## src/rtl/core/sqfe_pkg.sv

```systemverilog
`timescale 1ns / 1ps
`default_nettype none
// ---------------------------------------------------------------------------
// sqfe_pkg
// Shared types and constants of the square factor extractor.
// ---------------------------------------------------------------------------
package sqfe_pkg;

  localparam int PRIME_TABLE_MAX = 6542;

  typedef struct packed {
    logic load;      // Take a new value and restart the walk.
    logic div_start; // Start one division of the remainder by p*p.
    logic commit;    // Accept the last quotient: rem = q, root *= p.
    logic next_prime;
  } sqfe_cmd_t;

  typedef struct packed {
    logic below;     // Remainder is below p*p.
    logic div_busy;
    logic zero_rem;  // Last division left no remainder.
    logic last_prime;
  } sqfe_status_t;

endpackage
`default_nettype wire

```

## src/rtl/core/sqfe_ctrl.sv

```systemverilog
`timescale 1ns / 1ps
`default_nettype none
// ---------------------------------------------------------------------------
// sqfe_ctrl
// Sequencer that walks the prime table and drives the datapath.
// ---------------------------------------------------------------------------
module sqfe_ctrl (
  input  wire logic                  clk,
  input  wire logic                  rst,
  input  wire logic                  in_valid,
  output logic                       in_stall,
  output logic                       out_valid,
  input  wire logic                  out_stall,
  input  wire sqfe_pkg::sqfe_status_t status,
  output sqfe_pkg::sqfe_cmd_t        cmd
);
  import sqfe_pkg::*;

  typedef enum logic [2:0] {
    S_IDLE, S_CHECK, S_DIV, S_WAIT, S_DONE
  } state_t;

  state_t state;

  assign in_stall  = (state != S_IDLE);
  assign out_valid = (state == S_DONE);

  always_comb begin
    cmd = '0;
    case (state)
      S_IDLE: cmd.load = in_valid;
      S_CHECK: cmd.div_start = !status.below;
      S_WAIT: begin
        if (!status.div_busy) begin
          cmd.commit = status.zero_rem;
          cmd.next_prime = !status.zero_rem && !status.last_prime;
        end
      end
      default: cmd = '0;
    endcase
  end

  always_ff @(posedge clk) begin
    if (rst) begin
      state <= S_IDLE;
    end else begin
      case (state)
        S_IDLE: if (in_valid) state <= S_CHECK;
        S_CHECK: state <= status.below ? S_DONE : S_DIV;
        S_DIV: state <= S_WAIT;
        S_WAIT: begin
          if (!status.div_busy) begin
            if (status.zero_rem) state <= S_CHECK;
            else if (status.last_prime) state <= S_DONE;
            else state <= S_CHECK;
          end
        end
        S_DONE: if (!out_stall) state <= S_IDLE;
        default: state <= S_IDLE;
      endcase
    end
  end
endmodule
`default_nettype wire

```

## config.mk

```make
export PLATFORM = sky130hd
export DESIGN_NAME = sqfe_ctrl
export DESIGN_NICKNAME = d
export VERILOG_FILES = /design/src/rtl/core/sqfe_pkg.sv /design/src/rtl/core/sqfe_ctrl.sv
export SDC_FILE = /design/constraint.sdc
export NUM_CORES = 1
export LEC_CHECK = 0
export ABC_AREA = 0
export BUFFER_PORTS_ARGS = -buffer_cell sky130_fd_sc_hd__buf_2
export CAP_MARGIN = 20
export CORE_AREA = 2 2 39 41
export DETAILED_ROUTE_END_ITERATION = 16
export DIE_AREA = 0 0 41 43
export HOLD_SLACK_MARGIN = 0.02
export PLACE_DENSITY = 0.53
export SLEW_MARGIN = 10
export SYNTH_ARGS = -nofsm -noshare
export SYNTH_HDL_FRONTEND = slang
export SYNTH_SLANG_ARGS = --single-unit
```

## constraint.sdc

```tcl
create_clock -name clk -period 3.06 [get_ports clk]
set_clock_uncertainty 0.2 [all_clocks]
set_input_delay 0.306 -clock clk [delete_from_list [all_inputs] [get_ports clk]]
set_output_delay 0.306 -clock clk [all_outputs]
set_load 0.02 [all_outputs]
```

==> results.toml <==
[run_status]
status = "complete, no violations"

[placed_design]
place.gp.congestion = 0.781
io_buffers = 13
place_hpwl_microns = 470

[logic_synthesis]
yosysWarnings = 0
yosysTopAreaCellShare_pct = 23.6
synth_area_leaders = "dfxtp_1 (24%), buf_6 (8.9%), nor4_1 (7.4%), or3_1 (4.9%), nand2_1 (4.4%)"
synth_nets = 43
synth-seq-cells = 3
synth.largest_area_cell = "dfxtp_1"
syn_inst = 35
netlist_area_sq_um = 254
ys_types = 22
syn_avg_cell_area_sq_um = 7.26
yosysSeqAreaShare_pct = 23.6

[detailed_routing]
vias = 281
ant_nets = 0
via_per_inst = 4.32
drc_errors = 0
firstDrtPassIters = 4
wl_microns = 646
drt_iter0_drc = 2
wire_per_inst_microns = 9.94

[floorplanning]
die_area_sq_mm = 0.00176
core_area_sq_mm = 0.00138
fp-row-count = 14
die_w_microns = 41
die_h_microns = 43
start_util_pct = 18.4
io_pins = 14

[final_layout]
final_common_cell = "buf_2"
nets = 58
syn2layout_area_growth_pct = 33.0
final_cell_mix = "buf_2 (13), nor4_1 (3), nand2_1 (3), clkbuf_4 (3), dfxtp_1 (3)"
reg.largest.list = "state: 3 flops"
fillers = 162
largest_reg_flops = 3
drive_above_1_share_pct = 34.7
diodes = 0
largest_register = "state"

[clocking]
clockRootBuffer = "clkbuf_4"
cts_resized = 0
cts_sinks = 3
clk_pin_slew_ns = 0.04
htreeDepth = 1
cts_tree = "done"
clockBufferDepth = 2
postCtsSetupRepairBufs = 0
clk_latency_ns = 0.23
hold_buffers = 0
cts_buffers = 3

[grt]
grt_max_degree = 13
grt.overflow.total = 0
grt_pass1_wl_microns = 972
antenna_found_initial = 0
track_usage_pct = 8.22
grt_pass1_vias = 239

[power]
p_sw_w = 0.0000538
p_clk_share_pct = 42.0
powerDensity_mw_per_mm2 = 490
static-leakage-power_nw = 0.153
power.total_w = 0.000166
p_comb_share_pct = 26.8
p_int_w = 0.000112
ir_drop_mv = 0.219
seqPwrFrac_pct = 31.2
p_sw_share_pct = 32.5

[worst_setup_path]
worst-path-max-fanout = 9
cp.arrival_ns = 1.34
critPathLaunchType = "register"
cpPeakStageDelay_ns = 0.45
reg2reg_setup_slack_ns = 1.71
crit_chain = "and2b_2 > nand2_1 > nor3b_1 > buf_2"
worstSetupEndpointType = "primary output"
worstSetupPathType = "reg -> out"
worstPathRequired_ns = 2.55
critPathBufInv = 1
cp_top_family = "simple AND/OR/NAND/NOR gates"
slowest_stage = "dfxtp_1"

[job]
drv_cap = 0

[sta]
hold_viol = 0
setup-violations-final = 0
post-route-period-util_pct = 60.2
fin_setup_tns_ns = 0
max_slew.worst_pin.slew_ns = 0.352
fin_crit_ns = 1.84
slew_viol_final = 0
slew_headroom_pct = 76.5
fin_hold_ws_ns = 0.0808
rsz0062_at_grt = "false"
fmax_ghz = 0.543

[min_path]
min_path_type = "in -> reg"
[stage by stage]
| step | instance area [sq um] | utilization [%] | setup WS (ns) | cells |
|---|---|---|---|---|
| after global routing | 338 | 24.4 | 1.07 | 65 |
| after global placement | 312 | 22.5 | 1.50 | 61 |
| after detailed placement | 312 | 22.5 | 1.48 | 61 |
| after CTS | 338 | 24.4 | 1.21 | 65 |
| after floorplan | 254 | - | 1.25 | 35 |
| final | 338 | 24.4 | 1.22 | 65 |
[logic make-up (layout without fill, tap and decap cells)]
kind of cell	count (synthesis)	in the layout	share of synthesized area (%)
AND/OR/NAND/NOR	21	21	47.8
AO/OA/AOI/OAI	6	6	14.8
buffers and inverters	5	19	13.8
flip-flops	3	3	23.6
[synth_stat cells]
cell      count
dfxtp_1       3
nand2_1       3
nor4_1        3
a21oi_1       2
buf_6         2
inv_1         2
nand3_1       2
nor2_1        2
nor3_1        2
or3_1         2
a311oi_1      1
and2_1        1
and2b_1       1
and2b_2       1
and3b_1       1
buf_2         1
nand2b_1      1
nor2b_1       1
nor3b_1       1
o211ai_1      1
o21ai_1       1
o22ai_1       1
[worst reg2reg max path: stages (launching register included)]
cell	delay, ns
dfxtp_1	0.52
and3b_1	0.21
o21ai_1	0.07
a311oi_1	0.26
[power by group through the flow]
stage                     Clock (W)  Combinational [W]  Sequential (W)
final                     0.0000696          0.0000443       0.0000517
after global routing      0.0000792          0.0000488       0.0000526
after CTS                 0.0000741          0.0000442       0.0000515
after detailed placement          0          0.0000441       0.0000521
after global placement            0          0.0000443       0.0000516
after floorplan                   0          0.0000397       0.0000450
[layer usage]
metal | GRT usage, % | share of wire [%]
met5 | 0 | 0
met4 | 4.00 | 0
met3 | 4.71 | 11
met2 | 7.50 | 32
met1 | 13.8 | 56
[worst paths after layout]
check / startpoint / endpoint / cells after the start
worst min-delay path: rst / state[2]$_SDFFE_PP0P_ / 2
worst max register to register: state[1]$_SDFFE_PP0P_ / state[2]$_SDFFE_PP0P_ / 3
worst max-delay path: state[0]$_SDFFE_PP0P_ / cmd[1] / 4
worst min register to register: state[2]$_SDFFE_PP0P_ / state[1]$_SDFFE_PP0P_ / 1
[layout make-up]
class | count | area [sq um] | share of cell area [%]
Timing Repair Buffer | 13 | 65.1 | 19.3
Sequential cell | 3 | 60.1 | 17.8
Clock buffer | 4 | 26.3 | 7.78
Inverter | 2 | 7.51 | 2.22
Multi-Input combinational cell | 27 | 159 | 47.0
Tap cell | 16 | 20.0 | 5.93
Note: power is estimated with default switching activity, not from simulation.
